--- src/hdl/cbba_pkg.sv ---
// Package for the contiguous block bitmap allocator.
// Holds the map geometry, the command and status codes, the word types and the sequencer states.
// It depends on nothing else.
`default_nettype none

package cbba_pkg;

  localparam int NUM_BLOCKS  = 1024;
  localparam int BLOCK_BYTES = 4096;

  localparam int IDX_W    = $clog2(NUM_BLOCKS);
  localparam int BB_SHIFT = $clog2(BLOCK_BYTES);
  localparam int BYTES_W  = 23;
  localparam int FIELD_W  = 10;
  localparam int NEED_W   = BYTES_W + 1 - BB_SHIFT;
  localparam int CMP_W    = 24;

  typedef enum logic {
    CMD_ALLOC = 1'b0,
    CMD_FREE  = 1'b1
  } cbba_cmd_t;

  typedef enum logic [1:0] {
    RSP_OK      = 2'd0,
    RSP_NOSPACE = 2'd1,
    RSP_EMPTY   = 2'd2
  } cbba_status_t;

  typedef struct packed {
    cbba_cmd_t            cmd;
    logic [BYTES_W-1:0]   byte_count;
    logic [FIELD_W-1:0]   first_index;
    logic [FIELD_W-1:0]   last_index;
  } req_t;

  typedef struct packed {
    cbba_status_t         status;
    logic [FIELD_W-1:0]   run_first;
    logic [FIELD_W-1:0]   run_last;
  } rsp_t;

  typedef enum logic [2:0] {
    S_CLEAR,
    S_IDLE,
    S_SCAN,
    S_MARK,
    S_FREE,
    S_DONE
  } cbba_state_t;

endpackage

`default_nettype wire

--- src/hdl/cbba_ram.sv ---
// Generic single-write, single-read RAM with a registered read port.
// It holds the block map; it uses no package.
`default_nettype none

module cbba_ram #(
  parameter int WIDTH = 1,
  parameter int DEPTH = 1024
) (
  input  logic                     clk,
  input  logic                     we,
  input  logic [$clog2(DEPTH)-1:0] waddr,
  input  logic [WIDTH-1:0]         wdata,
  input  logic [$clog2(DEPTH)-1:0] raddr,
  output logic [WIDTH-1:0]         rdata
);

  logic [WIDTH-1:0] mem [DEPTH];

  always_ff @(posedge clk) begin
    if (we) begin
      mem[waddr] <= wdata;
    end
    rdata <= mem[raddr];
  end

endmodule

`default_nettype wire

--- src/hdl/cbba_ctrl.sv ---
// Sequencer and shared index counter of the allocator, with the block map RAM.
// It clears the map, scans for free runs, and marks or frees ranges one block per cycle.
// It depends on cbba_pkg and cbba_ram.
`default_nettype none

module cbba_ctrl (
  input  logic          clk,
  input  logic          rst,
  input  logic          req_valid,
  output logic          req_stall,
  input  cbba_pkg::req_t req,
  output logic          done,
  input  logic          take,
  output cbba_pkg::rsp_t result
);
  import cbba_pkg::*;

  cbba_state_t        state, state_next;
  logic [IDX_W:0]     idx, idx_next;
  logic [IDX_W:0]     count, count_next;
  logic [IDX_W-1:0]   chk;
  logic               chk_v, chk_v_next;
  logic [IDX_W-1:0]   start, start_next;
  logic [IDX_W-1:0]   hi, hi_next;
  logic [NEED_W-1:0]  need, need_next;
  rsp_t               result_next;

  logic               ram_we;
  logic [IDX_W-1:0]   ram_waddr;
  logic               ram_wdata;
  logic [IDX_W-1:0]   ram_raddr;
  logic               ram_rdata;

  logic [BYTES_W:0]   byte_sum;
  logic [NEED_W-1:0]  need_calc;
  logic [CMP_W-1:0]   lo_ext;
  logic [CMP_W-1:0]   hi_ext;
  logic [CMP_W-1:0]   hi_clip;
  logic [IDX_W-1:0]   run_start;
  logic               hit;

  cbba_ram #(
    .WIDTH(1),
    .DEPTH(NUM_BLOCKS)
  ) u_map (
    .clk  (clk),
    .we   (ram_we),
    .waddr(ram_waddr),
    .wdata(ram_wdata),
    .raddr(ram_raddr),
    .rdata(ram_rdata)
  );

  assign byte_sum  = {1'b0, req.byte_count} + (BYTES_W + 1)'(BLOCK_BYTES - 1);
  assign need_calc = byte_sum[BYTES_W:BB_SHIFT];
  assign lo_ext    = CMP_W'(req.first_index);
  assign hi_ext    = CMP_W'(req.last_index);
  assign hi_clip   = (hi_ext > CMP_W'(NUM_BLOCKS - 1)) ? CMP_W'(NUM_BLOCKS - 1) : hi_ext;
  assign run_start = (count == '0) ? chk : start;
  assign hit       = chk_v && !ram_rdata && (CMP_W'(count) + CMP_W'(1) == CMP_W'(need));

  always_ff @(posedge clk) begin
    if (rst) begin
      state <= S_CLEAR;
      idx   <= '0;
      chk_v <= 1'b0;
    end else begin
      state <= state_next;
      idx   <= idx_next;
      chk_v <= chk_v_next;
    end
    chk    <= idx[IDX_W-1:0];
    count  <= count_next;
    start  <= start_next;
    hi     <= hi_next;
    need   <= need_next;
    result <= result_next;
  end

  always_comb begin
    state_next  = state;
    idx_next    = idx;
    count_next  = count;
    start_next  = start;
    hi_next     = hi;
    need_next   = need;
    result_next = result;
    chk_v_next  = 1'b0;
    ram_we      = 1'b0;
    ram_waddr   = idx[IDX_W-1:0];
    ram_wdata   = 1'b0;
    ram_raddr   = idx[IDX_W-1:0];
    req_stall   = (state != S_IDLE);
    done        = (state == S_DONE);

    unique case (state)
      S_CLEAR: begin
        ram_we = 1'b1;
        if (idx[IDX_W-1:0] == IDX_W'(NUM_BLOCKS - 1)) begin
          idx_next   = '0;
          state_next = S_IDLE;
        end else begin
          idx_next = idx + 1'b1;
        end
      end
      S_IDLE: begin
        if (req_valid) begin
          result_next = '{status: RSP_OK, run_first: '0, run_last: '0};
          if (req.cmd == CMD_FREE) begin
            if (lo_ext > hi_clip) begin
              state_next = S_DONE;
            end else begin
              idx_next   = (IDX_W + 1)'(lo_ext);
              hi_next    = IDX_W'(hi_clip);
              state_next = S_FREE;
            end
          end else begin
            need_next = need_calc;
            if (need_calc == '0) begin
              result_next.status = RSP_EMPTY;
              state_next         = S_DONE;
            end else if (CMP_W'(need_calc) > CMP_W'(NUM_BLOCKS)) begin
              result_next.status = RSP_NOSPACE;
              state_next         = S_DONE;
            end else begin
              idx_next   = '0;
              count_next = '0;
              state_next = S_SCAN;
            end
          end
        end
      end
      S_SCAN: begin
        if (!idx[IDX_W]) begin
          idx_next   = idx + 1'b1;
          chk_v_next = 1'b1;
        end
        if (chk_v) begin
          if (!ram_rdata) begin
            start_next = run_start;
            count_next = count + 1'b1;
          end else begin
            count_next = '0;
          end
        end
        if (hit) begin
          result_next.run_first = FIELD_W'(run_start);
          result_next.run_last  = FIELD_W'(chk);
          idx_next              = (IDX_W + 1)'(run_start);
          hi_next               = chk;
          chk_v_next            = 1'b0;
          state_next            = S_MARK;
        end else if (chk_v && chk == IDX_W'(NUM_BLOCKS - 1)) begin
          result_next.status = RSP_NOSPACE;
          chk_v_next         = 1'b0;
          state_next         = S_DONE;
        end
      end
      S_MARK: begin
        ram_we    = 1'b1;
        ram_wdata = 1'b1;
        if (idx[IDX_W-1:0] == hi) begin
          state_next = S_DONE;
        end else begin
          idx_next = idx + 1'b1;
        end
      end
      S_FREE: begin
        ram_we = 1'b1;
        if (idx[IDX_W-1:0] == hi) begin
          state_next = S_DONE;
        end else begin
          idx_next = idx + 1'b1;
        end
      end
      S_DONE: begin
        if (take) begin
          state_next = S_IDLE;
        end
      end
      default: begin
        state_next = S_IDLE;
      end
    endcase
  end

endmodule

`default_nettype wire

--- src/hdl/contiguous_block_bitmap_allocator.sv ---
// First-fit contiguous block allocator: top level with the result output register.
// After reset the map is cleared one block per cycle while req_stall stays high.
// An allocate scans the map for the first free run and then marks that run.
// A free clears its range; empty, oversized or reversed requests go straight to the result.
// One command is worked at a time; the block map RAM port and its shared index counter set it.
// It depends on cbba_pkg and cbba_ctrl.
`default_nettype none

module contiguous_block_bitmap_allocator (
  input  logic           clk,
  input  logic           rst,
  input  logic           req_valid,
  output logic           req_stall,
  input  cbba_pkg::req_t req,
  output logic           rsp_valid,
  input  logic           rsp_stall,
  output cbba_pkg::rsp_t rsp
);
  import cbba_pkg::*;

  logic done;
  logic take;
  rsp_t result;

  cbba_ctrl u_ctrl (
    .clk      (clk),
    .rst      (rst),
    .req_valid(req_valid),
    .req_stall(req_stall),
    .req      (req),
    .done     (done),
    .take     (take),
    .result   (result)
  );

  assign take = done && (!rsp_valid || !rsp_stall);

  always_ff @(posedge clk) begin
    if (rst) begin
      rsp_valid <= 1'b0;
    end else if (take) begin
      rsp_valid <= 1'b1;
    end else if (!rsp_stall) begin
      rsp_valid <= 1'b0;
    end
    if (take) begin
      rsp <= result;
    end
  end

endmodule

`default_nettype wire

--- config.mk ---
export PLATFORM = sky130hd
export DESIGN_NAME = contiguous_block_bitmap_allocator
export DESIGN_NICKNAME = d
export VERILOG_FILES = /design/src/hdl/cbba_pkg.sv /design/src/hdl/cbba_ram.sv /design/src/hdl/cbba_ctrl.sv /design/src/hdl/contiguous_block_bitmap_allocator.sv
export SDC_FILE = /design/constraint.sdc
export NUM_CORES = 2
export LEC_CHECK = 0
export BUFFER_PORTS_ARGS = -buffer_cell sky130_fd_sc_hd__buf_2
export CORE_MARGIN = 2
export CORE_UTILIZATION = 65
export CTS_BUF_LIST = sky130_fd_sc_hd__clkbuf_2 sky130_fd_sc_hd__clkbuf_4 sky130_fd_sc_hd__clkbuf_8
export CTS_CLUSTER_DIAMETER = 120
export DETAILED_ROUTE_END_ITERATION = 10
export PLACE_DENSITY_LB_ADDON = 0.08
export SYNTH_ARGS = -nofsm -noshare
export SYNTH_HDL_FRONTEND = slang
export SYNTH_SLANG_ARGS = --single-unit
--- constraint.sdc ---
create_clock -name clk -period 19.9 [get_ports clk]
set_clock_uncertainty 0.1 [all_clocks]
set_input_delay 3.98 -clock clk [delete_from_list [all_inputs] [get_ports clk]]
set_output_delay 3.98 -clock clk [all_outputs]
set_load 0.01 [all_outputs]
Word level (Yosys, flattened, before mapping)

Memory sizes are Yosys's and may differ from the RTL's. A register that Yosys moved wholly into a read port is not among the register bits.
Index checks and enable logic that the tools add are counted.

Add/sub/neg operators: 4
Multiply operators: 0
Div/mod/pow operators: 0
$lt $le $gt $ge: 3
Equality and inequality tests: 30
Shift operators: 0
Mux-type cells: 48
Bitwise logic cells: 3
Reductions and logical operators: 25

Operators with widths:

| cell                                                  | count |
|---|---|
| 2-to-1 mux 11 bit                                     | 13 |
| 2-to-1 mux 10 bit                                     | 6 |
| one-hot mux 11 bit (4 select lines)                   | 1 |
| one-hot mux 22 bit (2 select lines)                   | 1 |
| 2-to-1 mux 3 bit                                      | 9 |
| adder 23 x 12 -> 24 bit, second input constant        | 1 |
| equality test 24 x 12 -> 1 bit                        | 1 |
| > comparator 10 x 24 -> 1 bit                         | 1 |
| adder 11 x 1 -> 11 bit, second input constant         | 2 |
| 2-to-1 mux 22 bit                                     | 1 |
| one-hot mux 11 bit (2 select lines)                   | 1 |
| equality test 10 bit, second input constant           | 2 |
| 2-to-1 mux 20 bit                                     | 1 |
| one-hot mux 10 bit (2 select lines)                   | 1 |
| inequality test 2 bit, second input constant          | 8 |
| one-hot mux 3 bit (5 select lines)                    | 1 |
| inequality test 2 x 1 -> 1 bit, second input constant | 7 |
| adder 11 x 1 -> 12 bit, second input constant         | 1 |
| > comparator 12 x 11 -> 1 bit, second input constant  | 1 |
| logical NOT 12 bit                                    | 1 |
| inequality test 3 bit, second input constant          | 4 |
| AND reduction 6 bit                                   | 2 |
| logical NOT 11 bit                                    | 1 |
| equality test 10 bit                                  | 1 |
| 21 further kinds                                      | 45 |

Register bits after elaboration: 113
Latch bits: 0
Bits in writable memories: 1024
ROM bits: 0
Bits of input ports: 48
Output and inout port bits: 24
Memories kept: 1

Memories:

| memory           | depth | width | read ports | clocked after Yosys merged registers in | wr ports | RTL line       | source |
|---|---|---|---|---|---|---|---|
| u_ctrl.u_map.mem | 1024  | 1     | 1          | 1                                       | 1        | cbba_ram.sv:17 | `logic [WIDTH-1:0] mem [DEPTH];` |

Depth between registers and ports, before layout

Depth after elaboration: 7
Gate-level depth with buffers: 12
Depth with buffers taken out: 10

Hierarchy

Synthesis repeated with hierarchy kept, for this count alone.

Cells, all modules: 3657
Area total of the unflattened synthesis: 50611.0 sq um

By module, submodules not included:

| module                            | times used | cells an instance | area each (sq um) |
|---|---|---|---|
| cbba_ram                          | 1          | 3112              | 44656.6 |
| cbba_ctrl                         | 1          | 519               | 5257.5 |
| contiguous_block_bitmap_allocator | 1          | 26                | 696.9 |

Least setup slack after synthesis

Ideal clock, no wire load.

Kind: register -> register
From: reg u_ctrl.state[1]
To: mem u_ctrl.u_map.mem[728], enable pin
Setup time: 0.300 ns
Arrival time: 16.531 ns
Required time: 19.500 ns
Slack: 2.969 ns
Cell stages (with the launch flop): 9
Path buffers: 2
Clock period less this slack: 16.931 ns
Cell sequence: dfxtp_1 > nor2b_1 > and2_1 > nor2_1 > nor2b_1 > clkbuf_1 > nand2_1 > clkbuf_1 > nor2_1

Longest elaborated chain between the ends: 5

Ends and longest elaborated chain:

| element                                              | RTL line        | source |
|---|---|---|
| start, declared                                      | cbba_ctrl.sv:18 | `cbba_state_t state, state_next;` |
| start signal, assigned                               | cbba_ctrl.sv:68 | `state <= state_next;` |
| equality test 3 x 2 -> 1 bit (tied with other cells) | cbba_ctrl.sv:96 | `unique case (state)` |
| OR reduction 3 bit (no line) *                       | n/a             |  |
| 2-to-1 mux 1 bit *                                   | cbba_ctrl.sv:96 |  |
| 2-to-1 mux 1 bit *                                   | cbba_ram.sv:20  | `if (we) begin` |
| 2-to-1 mux 1 bit (not written as such) *             | cbba_ram.sv:21  | `mem[waddr] <= wdata;` |
| end, declared                                        | cbba_ram.sv:17  |  |

Mark *: on every way between the ends. The rest lies on a longest branch, timed or not.

Worst setup path in the final report

From: reg u_ctrl.state[0]
To: out req_stall

Longest elaborated chain between the ends: 1

Ends and longest elaborated chain:

| element                        | RTL line                                | source |
|---|---|---|
| inequality test 3 x 1 -> 1 bit | cbba_ctrl.sv:93                         | `req_stall = (state != S_IDLE);` |
| end, declared                  | contiguous_block_bitmap_allocator.sv:13 | `output logic req_stall,` |

Every way passes these cells.

==> results.md <==
* Post-CTS Repair Setup Buffers at 0
* Die X at 280 um
* Layout cells sized above 1 at 16.4%
* Slew margin rel. at -0.0425%
* H-tree levels at 4
* Setup TNS at 0 ps
* First-pass GRT wire length at 201 mm
* CTS Hold Bufs at 0
* WL final at 139 mm
* RSZ-0062 raised after global routing: false
* Full die area at around 0.079 mm2
* Port Buffers at 71
* Pwr/cell area at 88.3 mW/mm2
* 1st-iter DRT viols at 4681
* CTS buffer count at 180
* Critical path arrival at 2110 ps
* Post-synthesis cell count at 3688
* Pwr Total at 0.00477 W
* Worst-Margin Slew at roughly 1500 ps
* Final period util at 31.1%
* Synth area leaders: edfxtp_1 (67%), nor2_1 (8.3%), mux4_2 (5.9%)
* Min-Delay Path Class: reg2reg
* Vias in the first global route at about 32000
* Worst-Skew Late Latency at roughly 820 ps
* Fin Hold WS at 315 ps
* Maxcap violations at 0
* # IOs at 72
* Leading area contributor after synthesis: edfxtp_1
* Outcome: finished with violations
* DRC violations left at 0
* Post_cts resized at 0
* Pre-Repair DR Iteration Count at 6
* Top-area cell type share of the netlist area at 67.2%
* CTS Buffer Depth at 3
* Synthesized Nets at 3753
* Post-synth EDFFs at 1111
* Minimum clock period at 6190 ps
* Starting Density at 65.5%
* Setup Crit Path Kind: reg2out
* Initial antenna violation count at 2
* Commonest non-fill, non-tap cell in the layout: edfxtp_1
* Sink Count at about 1100
* Main synth FF type: edfxtp_1
* Routed length per instance at 28.8 um
* Largest net degree at the start of global routing at 309
* Register area share after synthesis at a little under 70%
* Worst vdd ir at 0.0678 mV
* DRT antenna net count at 0
* Critical Path Start Type: register
* Placeable Area at ~0.076 mm2
* Synth Cell Area at 0.0497 mm2
* Final Wtd Congestion at 0.917
* Overall die height at 280 um
* FMAX at 0.161 GHz
* Max Slew Vio Count at 8
* Final setup fails at 0
* Worst Path Max Fanout at 11
* Via count at around 32000
* Yosys reg bits at 1138
* GRT Util Overall at 35.7%
* Most frequent cells in the layout: edfxtp_1 (1111), nor2_1 (1095), mux2i_1 (270)
* GRT overflow at 0
* Post-detailed-placement half-perimeter wirelength at between 70 and 80 mm
* Critical Path RT at ~16000 ps
* CTS tree: done
* FFs w/ async S/R, synth at 0%
* CTS Root Cell: clkbuf_8
* Leak Pwr at 16.3 nW
* Via/cell ratio at 6.69
* Synth cell types at 71
* Clock transition at path regs at 60 ps
* Yosys warns at 0
* Hold Vio Cnt, Final at 0
* FP Rows at 101
* Syn_area_per_cell at 13.5 um2
* Final-stage net count at 3754
* Critical path capture point type: primary output
* Area grow syn2layout at 8.95%
* Failing checks: max-slew violations
[cells by family after synthesis]
family,Yosys count,share of synthesized area (%)
muxes,407,11.5
adders and majority gates,18,0.449
DFF,1138,68.3
AOI/OAI and AO/OA,284,3.87
buffers and inverters,369,3.06
and+or+nand+nor,1428,12.0
xor gates and xnor gates,44,0.864
[through the flow]
stage / cell area (um2) / setup slack [ps] / utilization [%] / instances
floorplan: 49700 / 2970 / - / 3688
global placement: 50600 / 13370 / 66.8 / 4485
detailed placement: 50600 / 13280 / 66.8 / 4485
CTS: 54100 / 13690 / 71.3 / 4808
global route: 54100 / 13530 / 71.3 / 4809
finish: 54100 / 13710 / 71.3 / 4810
[worst max-delay path, cell delays in order, from the launching register on]
cell	delay (ps)
dfxtp_1	540
nor2b_1	270
and2_1	260
inv_1	80
buf_2	150
[final timing paths]
path | startpoint | endpoint | slack, ps | depth (start not counted)
hold reg to reg | u_ctrl.result[9] | rsp[9] | 320 | 0
setup / recovery | u_ctrl.state[0] | req_stall | 13710 | 4
hold / removal | u_ctrl.result[9] | rsp[9] | 320 | 0
setup reg to reg | u_ctrl.idx[1] | u_ctrl.u_map.rdata | 15110 | 9
[flip-flops by register name, indices dropped and copies added, names as in the netlist]
| name | flops |
|---|---|
| rsp | 22 |
| rsp_valid | 1 |
| u_ctrl.chk | 10 |
| u_ctrl.chk_v | 1 |
| u_ctrl.count | 11 |
| u_ctrl.hi | 10 |
| u_ctrl.idx | 11 |
| u_ctrl.need | 12 |
| u_ctrl.result | 22 |
| u_ctrl.start | 10 |
| u_ctrl.state | 3 |
| u_ctrl.u_map.mem | 1024 |
| u_ctrl.u_map.rdata | 1 |
[power by group]
part	switching [W]	internal, W
combinational	0.000158	0.0000989
sequential	0.0000103	0.00259
clock	0.000914	0.00100
[per-layer routing]
layer	vias to the layer above	routed length [um]	part of all wire, %	global-route usage, %
met5	-	17	0.012	0
met4	2	6190	4.5	15.8
met3	408	17000	12	8.25
met2	2154	65500	47	55.9
met1	16100	50000	36	48.4
li1	13500	-	-	-
[cell usage after synthesis, drive strengths merged (10+ instances only)]
| cell | number |
|---|---|
| edfxtp | 1111 |
| nor2 | 1096 |
| mux2i | 270 |
| clkbuf | 254 |
| mux4 | 130 |
| o22ai | 116 |
| nand2 | 109 |
| buf | 78 |
| nand3 | 37 |
| a22oi | 36 |
| inv | 35 |
| and3 | 30 |
| nand4 | 28 |
| nor4 | 28 |
| dfxtp | 27 |
| o21ai | 27 |
| a21oi | 26 |
| nor3 | 24 |
| xor2 | 24 |
| and2 | 21 |
| ha | 17 |
| xnor2 | 17 |
| a211oi | 13 |
| a21o | 11 |
| or4 | 11 |
| a22o | 10 |
| nor2b | 10 |
[area by class of cell]
class / instances / area [um2]
Antenna cell: 2 / 5.00
Clock buffer: 245 / 2980
Clock inverter: 78 / 455
Fill cell: 5130 / 21700
Inverter: 37 / 139
Multi-Input combinational cell: 2181 / 14400
Sequential cell: 1138 / 33900
Tap cell: 978 / 1220
Timing Repair Buffer: 151 / 1020
No activity file was read; power rests on OpenSTA's default activity.
